`src/ring_buffer_fence_allocator_assert.svh`:
```
// Assertion macros for the ring buffer fence allocator.
// Used by the controller and the top level; no other dependencies.
`ifndef RING_BUFFER_FENCE_ALLOCATOR_ASSERT_SVH
`define RING_BUFFER_FENCE_ALLOCATOR_ASSERT_SVH

// Implication checked on every rising clock edge outside reset.
`define RBFA_ASSERT_IMP(label, clk, rst_n, ante, cons) \
  label: assert property (@(posedge clk) disable iff (!rst_n) (ante) |-> (cons)) \
    else $error("assertion failed");

// Next-cycle implication checked outside reset.
`define RBFA_ASSERT_NEXT(label, clk, rst_n, ante, cons) \
  label: assert property (@(posedge clk) disable iff (!rst_n) (ante) |=> (cons)) \
    else $error("assertion failed");

`endif

```
`src/rbfa_pkg.sv`:
```
// Package for the ring buffer fence allocator: payload types, codes, constants.
// No dependencies.
`timescale 1ns / 1ps
package rbfa_pkg;

  localparam int unsigned WatchDepthDefault = 64;
  localparam int unsigned OffW = 33;
  localparam logic [32:0] OffsetMax = 33'h1_FFFF_FFFF;

  localparam logic [1:0] CfgRingSize    = 2'd0;
  localparam logic [1:0] CfgNonCoherent = 2'd1;
  localparam logic [1:0] CfgUsageMode   = 2'd2;
  localparam logic [1:0] CfgAtomLog2    = 2'd3;

  localparam logic [1:0] ModeUpload   = 2'd0;
  localparam logic [1:0] ModeDownload = 2'd1;
  localparam logic [1:0] ModeStream   = 2'd2;

  localparam logic [1:0] MaintNone       = 2'd0;
  localparam logic [1:0] MaintFlush      = 2'd1;
  localparam logic [1:0] MaintInvalidate = 2'd2;

  localparam logic CmdReserve = 1'b0;
  localparam logic CmdCommit  = 1'b1;

  typedef struct packed {
    logic        command;
    logic [31:0] request_size;
    logic [3:0]  alignment_log2;
    logic        wait_ok;
    logic        sync_host;
    logic [63:0] current_tick;
    logic [63:0] completed_tick;
  } in_item_t;

  typedef struct packed {
    logic        granted;
    logic [31:0] grant_offset;
    logic        need_wait;
    logic [63:0] wait_tick;
    logic        drain_pending;
    logic [1:0]  maint_op;
    logic [31:0] maint_offset;
    logic [31:0] maint_size;
  } out_item_t;

  // Commands from controller to datapath.
  typedef struct packed {
    logic load;        // capture input item
    logic prep;        // reserve: latch rounded size
    logic wrap;        // reserve: alignment and wrap decision
    logic scan_rd;     // read old-bank watch at scan index
    logic scan_step;   // evaluate the fetched watch
    logic fin_ok;      // emit granted reserve
    logic fin_fail;    // emit failed reserve
    logic fin_big;     // emit oversized reserve
    logic cm_rd;       // commit: read last watch
    logic cm_do;       // commit: update state and emit
  } cmd_t;

  typedef struct packed {
    logic is_commit;
    logic too_big;
    logic scan_more;
    logic tick_late;
    logic may_wait;
  } stat_t;

endpackage

```
`src/rbfa_ctrl.sv`:
```
// Controller state machine of the ring buffer fence allocator.
// Depends on rbfa_pkg and ring_buffer_fence_allocator_assert.svh.
`timescale 1ns / 1ps
`include "ring_buffer_fence_allocator_assert.svh"
module rbfa_ctrl (
  input  logic           clk_i,
  input  logic           rst_ni,
  input  logic           start_i,
  input  rbfa_pkg::stat_t stat_i,
  output rbfa_pkg::cmd_t  cmd_o,
  output logic           busy_o
);

  typedef enum logic [7:0] {
    StIdle  = 8'b0000_0001,
    StDec   = 8'b0000_0010,
    StWrap  = 8'b0000_0100,
    StRd    = 8'b0000_1000,
    StEval  = 8'b0001_0000,
    StCmRd  = 8'b0010_0000,
    StCmDo  = 8'b0100_0000,
    StCheck = 8'b1000_0000
  } state_e;

  state_e state_q, state_d;

  always_comb begin
    state_d = state_q;
    cmd_o   = '0;
    unique case (state_q)
      StIdle: begin
        if (start_i) begin
          cmd_o.load = 1'b1;
          state_d = StDec;
        end
      end
      StDec: begin
        if (stat_i.is_commit) begin
          cmd_o.cm_rd = 1'b1;
          state_d = StCmDo;
        end else begin
          cmd_o.prep = 1'b1;
          state_d = StCheck;
        end
      end
      StCheck: begin
        if (stat_i.too_big) begin
          cmd_o.fin_big = 1'b1;
          state_d = StIdle;
        end else begin
          cmd_o.wrap = 1'b1;
          state_d = StWrap;
        end
      end
      StWrap: begin
        if (stat_i.scan_more) begin
          cmd_o.scan_rd = 1'b1;
          state_d = StEval;
        end else begin
          cmd_o.fin_ok = 1'b1;
          state_d = StIdle;
        end
      end
      StEval: begin
        if (stat_i.tick_late && !stat_i.may_wait) begin
          cmd_o.fin_fail = 1'b1;
          state_d = StIdle;
        end else begin
          cmd_o.scan_step = 1'b1;
          state_d = StWrap;
        end
      end
      StCmDo: begin
        cmd_o.cm_do = 1'b1;
        state_d = StIdle;
      end
      StRd, StCmRd: state_d = StIdle;
      default: state_d = StIdle;
    endcase
  end

  always_ff @(posedge clk_i or negedge rst_ni) begin
    if (!rst_ni) begin
      state_q <= StIdle;
    end else begin
      state_q <= state_d;
    end
  end

  assign busy_o = (state_q != StIdle);

  `RBFA_ASSERT_IMP(a_onehot, clk_i, rst_ni, 1'b1, $onehot(state_q))
  `RBFA_ASSERT_NEXT(a_load_busy, clk_i, rst_ni, cmd_o.load, busy_o)
  `RBFA_ASSERT_IMP(a_eval_after_rd, clk_i, rst_ni, state_q == StEval, $past(cmd_o.scan_rd))

endmodule

```
`config.mk`:
```
export PLATFORM = sky130hd
export DESIGN_NAME = rbfa_ctrl
export DESIGN_NICKNAME = d
export VERILOG_FILES = /design/src/rbfa_pkg.sv /design/src/rbfa_ctrl.sv
export VERILOG_INCLUDE_DIRS = /design/src /design/src/src
export SDC_FILE = /design/constraint.sdc
export NUM_CORES = 1
export LEC_CHECK = 0
export BUFFER_PORTS_ARGS = -buffer_cell sky130_fd_sc_hd__buf_2
export CELL_PAD_IN_SITES_DETAIL_PLACEMENT = 2
export CELL_PAD_IN_SITES_GLOBAL_PLACEMENT = 2
export CORE_MARGIN = 5
export CORE_UTILIZATION = 24
export CTS_CLUSTER_DIAMETER = 30
export CTS_CLUSTER_SIZE = 8
export DETAILED_ROUTE_END_ITERATION = 6
export HOLD_SLACK_MARGIN = 0.15
export PLACE_DENSITY_LB_ADDON = 0.1
export SYNTH_ARGS = -nofsm -noshare
export SYNTH_HDL_FRONTEND = slang
export SYNTH_SLANG_ARGS = --single-unit
```
`constraint.sdc`:
```
create_clock -name clk_i -period 1.8 [get_ports clk_i]
set_input_delay 0.09 -clock clk_i [delete_from_list [all_inputs] [get_ports clk_i]]
set_output_delay 0.09 -clock clk_i [all_outputs]
set_load 0.01 [all_outputs]
```
==> reports/qor.csv, run 1 <==
metric;value;unit
outcome;completed;
wire length of the first global-routing pass;2010;um
Syn Inst Count;47;
Worst VDD drop;0.495;mV
Netlist cell types;26;
dpl cells;86;
Mean Syn Cell Area;9.26;um^2
antenna viol nets, final;0;
Syn Nets;55;
width of the die;52.6;um
most frequent cells in the layout;18 x buf_2, 5 x and3_1, 4 x nor2_1, 4 x nand2_1, 4 x buf_4;
final period utilization;0.960;
Final Cell Area;626;um^2
Core Box Area;1730;um^2
Worst setup SP type;register;
critical path arrival;1.64;ns
Max clock buf depth;2;
Boundary Pins;19;
Largest Register;state_q;
max reg flops;6;
Worst-path clk slew;0.05;ns
WL final;1270;um
# clock sinks;6;
initial DRC count;8;
layout cells sized above 1;0.493;
cell area after synthesis;435;um^2
Ant. Diodes;0;
min cycle time layout;1.73;ns
biggest regs;state_q (6);
Worst Tran Pin Value;0.348;ns
drt drc;0;
CTS root buffer;clkbuf_4;
TritonCTS Buffers;3;
setup violators final;0;
minimum setup slack in the final design;0.0728;ns
WL/cell;13.2;um
Leakage;0.000322;uW
CTS tree;built;
post-synthesis sequential area ratio;0.348;
worst-path fanout max;5;
Max-cap violations;0;
Post-Layout Cell Count;96;
crit path capture type;output pin;
row count;15;
area grow syn2layout;43.7;%
DR vias;440;
setup slack at placement;0.320;ns
vias in the first global route;434;
drt first pass iters;4;
Crit path required time;1.71;ns
Power Density;1010;nW/um^2
pin count of the biggest net entering global routing;10;
Rel. slew slack;0.766;
max frequency;0.579;GHz
HP Class;input port to register;
initial antenna violation count;0;
gpl congestion;0.640;
Die H;52.6;um
Final Hold Fails;0;
placed cell area;528;um^2
total track usage;0.105;
H-tree level count;1;
global route overflow;0;
fin. max-slew vios;0;
RSZ-0062 raised after global routing;true;
final net count;80;
DP Wirelength;936;um
Initial Util;0.252;
worst skew pair latency;0.25;ns
Port Buffers;18;
#FFs+latches synth;6;
drt via density;4.58;
crit path kind;register to output pin;
Fin Clk Skew;0.00752;ns
Die Area;2770;um^2
synth warn;0;
most common cell after layout, fill and taps aside;buf_2;
==> through the flow <==
stage	util	setup TNS, ns	hold slack [ns]	power [uW]
CTS	0.338	0	0.160	624
global placement	0.306	0	-0.0776	472
global route	0.362	-0.0157	0.168	682
floorplan	-	0	-0.206	378
detailed placement	0.306	0	-0.0719	472
finish	0.362	0	0.158	630
==> worst max-delay path, cell delays in order (launching register included) <==
cell,delay (ns)
dfrtp_2,0.44
or4_4,0.56
nor4b_4,0.23
buf_2,0.17
==> power breakdown <==
| part | switching, uW | total (uW) | internal [uW] | leakage, uW |
|---|---|---|---|---|
| clock network | 54.7 | 139 | 84.4 | 0.0000150 |
| registers | 50.1 | 222 | 172 | 0.0000744 |
| logic | 135 | 269 | 133 | 0.000232 |
==> cells by family (layout without fill, tap and decap cells) <==
| kind of cell | count (synthesis) | count (layout) | share of synthesized area |
|---|---|---|---|
| AND/OR/NAND/NOR | 28 | 28 | 0.448 |
| AO/OA/AOI/OAI | 4 | 4 | 0.0603 |
| multiplexers | 1 | 1 | 0.0230 |
| buffers and inverters | 7 | 31 | 0.101 |
| flip-flops | 6 | 6 | 0.348 |
| XOR/XNOR | 1 | 1 | 0.0201 |
==> area by class of cell <==
type / instances / area (um^2)
Clock buffer: 4 / 26.3
Fill cell: 215 / 1100
Inverter: 2 / 7.51
Multi-Input combinational cell: 34 / 255
Sequential cell: 6 / 155
Tap cell: 25 / 31.3
Timing Repair Buffer: 25 / 150
==> what timing repair did <==
item / CTS / global route
setup endpoints to repair: 0 / 6
gates resized for setup: 0 / 5
hold buffers: 3 / 0
buffers inserted: 0 / 3
hold endpoints to repair: 10 / 0
==> metal layers <==
layer | wire (um) | track usage | vias to the layer above | share of wire
li1 | - | - | 213 | -
met1 | 538 | 0.120 | 203 | 0.42
met2 | 604 | 0.159 | 20 | 0.48
met3 | 93 | 0.0285 | 4 | 0.073
met4 | 33 | 0.0894 | 0 | 0.026
met5 | 0 | 0 | - | 0
==> final timing paths <==
kind / slack (ns) / endpoint / cells past startpoint / from
setup / recovery: 0.07 / cmd_o[7] / 3 / state_q[1]
hold / removal: 0.16 / state_q[4] / 2 / stat_i[2]
setup reg to reg: 0.34 / state_q[0] / 4 / state_q[1]
hold reg to reg: 0.63 / state_q[0] / 2 / state_q[1]
max in group asynchronous: 1.37 / state_q[0] / 2 / rst_ni
min in group asynchronous: 0.20 / state_q[6] / 2 / rst_ni
==> cell usage after synthesis <==
cell	number	area, um^2
a21oi_1	1	5.00
and3_1	5	31.3
and4_1	1	8.76
and4b_1	1	10.0
and4b_2	1	11.3
buf_2	2	10.0
buf_4	2	15.0
buf_6	1	11.3
dfrtp_1	5	125
dfstp_2	1	26.3
inv_1	2	7.51
mux2i_1	1	10.0
nand2_1	4	15.0
nor2_1	4	15.0
nor2b_1	3	18.8
nor3_1	3	15.0
nor3_2	1	10.0
nor4_1	1	6.26
nor4_2	1	12.5
nor4b_4	1	23.8
o2111ai_1	1	8.76
o21ai_0	1	5.00
o31ai_1	1	7.51
or2_1	1	6.26
or4_4	1	11.3
xor2_1	1	8.76
(Power assumes the default switching activity.)
==> inputs of run 2 (changes only) <==
- CORE_MARGIN: 5 -> not set
==> reports/qor.csv, run 2 (synthesis results as in run 1) <==
metric;value;unit
Max clock buf depth;2;
initial antenna violation count;0;
Worst Tran Pin Value;0.369;ns
HP Class;input port to register;
drt first pass iters;4;
WL/cell;12.6;um
Post-Layout Cell Count;94;
max reg flops;6;
Rel. slew slack;0.752;
cell-internal power;387;uW
DR vias;429;
drt via density;4.56;
vias in the first global route;414;
final net count;78;
Max-cap violations;0;
Port Buffers;18;
TritonCTS Buffers;3;
power share of the clock group;0.220;
worst-path fanout max;5;
crit path kind;register to output pin;
setup violators final;0;
crit path capture type;output pin;
Fin Clk Skew;0.00541;ns
placed cell area;528;um^2
Final Cell Area;608;um^2
Worst-path clk slew;0.05;ns
drt drc;0;
R2R cell count;4;
max frequency;0.579;GHz
Worst VDD drop;0.463;mV
Boundary Pins;19;
# fillers;213;
layout cells sized above 1;0.449;
min-delay src;stat_i[2];
CTS root buffer;clkbuf_4;
area occupied by multi-input gates;255;um^2
pin count of the biggest net entering global routing;10;
Largest Register;state_q;
Die Area;1990;um^2
Comb pwr share;0.438;
outcome;completed;
Initial Util;0.255;
Leakage;0.000314;uW
Sequential Power Share;0.342;
worst r2r src;state_q[1];
antenna viol nets, final;0;
width of the die;44.6;um
fin. max-slew vios;0;
gpl congestion;0.662;
WL final;1180;um
most frequent cells in the layout;18 x buf_2, 5 x and3_1, 4 x nor2_1, 4 x nand2_1, 4 x dfrtp_1;
R2R setup slack;0.34;ns
switching power total;239;uW
hold worst-path end;state_q[4];
area grow syn2layout;39.7;%
worst skew pair latency;0.25;ns
Final Hold Fails;0;
worst hold stages;2;
Power Density;1030;nW/um^2
row count;15;
critical path arrival;1.64;ns
DP Wirelength;914;um
RSZ-0062 raised after global routing;true;
H-tree level count;1;
Worst setup SP type;register;
final period utilization;0.959;
biggest regs;state_q (6);
most common cell after layout, fill and taps aside;buf_2;
worst reg2reg endpoint;state_q[0];
wire length of the first global-routing pass;1920;um
min cycle time layout;1.73;ns
total track usage;0.136;
Die H;44.6;um
initial DRC count;2;
Core Box Area;1710;um^2
Crit path required time;1.71;ns
Seq. cell area;153;um^2
CTS tree;built;
switching share of power;0.382;
dpl cells;86;
global route overflow;0;
# clock sinks;6;
Ant. Diodes;0;
run 2: changes by cell type in the layout (fill, tap and decap cells not counted):
cell / change
buf_4: -2
dfrtp_1: +2
dfrtp_2: -2
run 2: worst max-delay path by stage:
stage	to	start	cells past startpoint	slack [ns]
floorplan	state_q[0]	state_q[4]	5	0.30
global placement	cmd_o[7]	state_q[4]	3	0.32
detailed placement	cmd_o[7]	state_q[4]	3	0.30
CTS	cmd_o[7]	state_q[4]	3	0.02
global route	cmd_o[7]	state_q[1]	3	-0.03
finish	cmd_o[7]	state_q[1]	3	0.07
run 2: worst max-delay path: stages, from the launching register on:
cell and delay (ns):
dfrtp_1 0.42, or4_4 0.57, nor4b_4 0.23, buf_2 0.17
run 2: through the flow:
stage	setup TNS (ns)	hold slack, ns	total power [uW]	worst slack, ns	utilization
6_report	0	0.179	627	0.0743	0.356
5_1_grt	-0.0253	0.204	682	-0.0253	0.356
4_1_cts	0	0.188	617	0.0249	0.342
3_5_place_dp	0	-0.0728	471	0.301	0.309
3_3_place_gp	0	-0.0748	465	0.322	0.309
2_1_floorplan	0	-0.206	378	0.299	-
run 2: final cells by class:
cell class,count,share of cell area
Timing Repair Buffer,23,0.222
Tap cell,25,0.0514
Clock buffer,4,0.0432
Multi-Input combinational cell,34,0.420
Inverter,2,0.0123
Sequential cell,6,0.251
run 2: timing repair:
| item | 4_1_cts | 5_1_grt |
|---|---|---|
| hold buffers | 3 | 0 |
| gates resized for setup | 0 | 3 |
| endpoints found under the setup margin | 0 | 6 |
| setup buffers | 0 | 1 |
| endpoints found under the hold margin | 10 | 0 |
run 2: routing by layer:
layer,part of all wire,wire (um),GRT usage
met5,0,0,0
met4,0.014,17,0.0909
met3,0.032,38,0
met2,0.47,554,0.209
met1,0.48,569,0.188
run 2: power by group through the flow:
stage	Combinational, uW	Sequential (uW)	Clock (uW)
5_1_grt	307	224	151
6_report	274	215	138
2_1_floorplan	183	195	0
3_3_place_gp	254	211	0
3_5_place_dp	259	211	0
4_1_cts	265	208	144
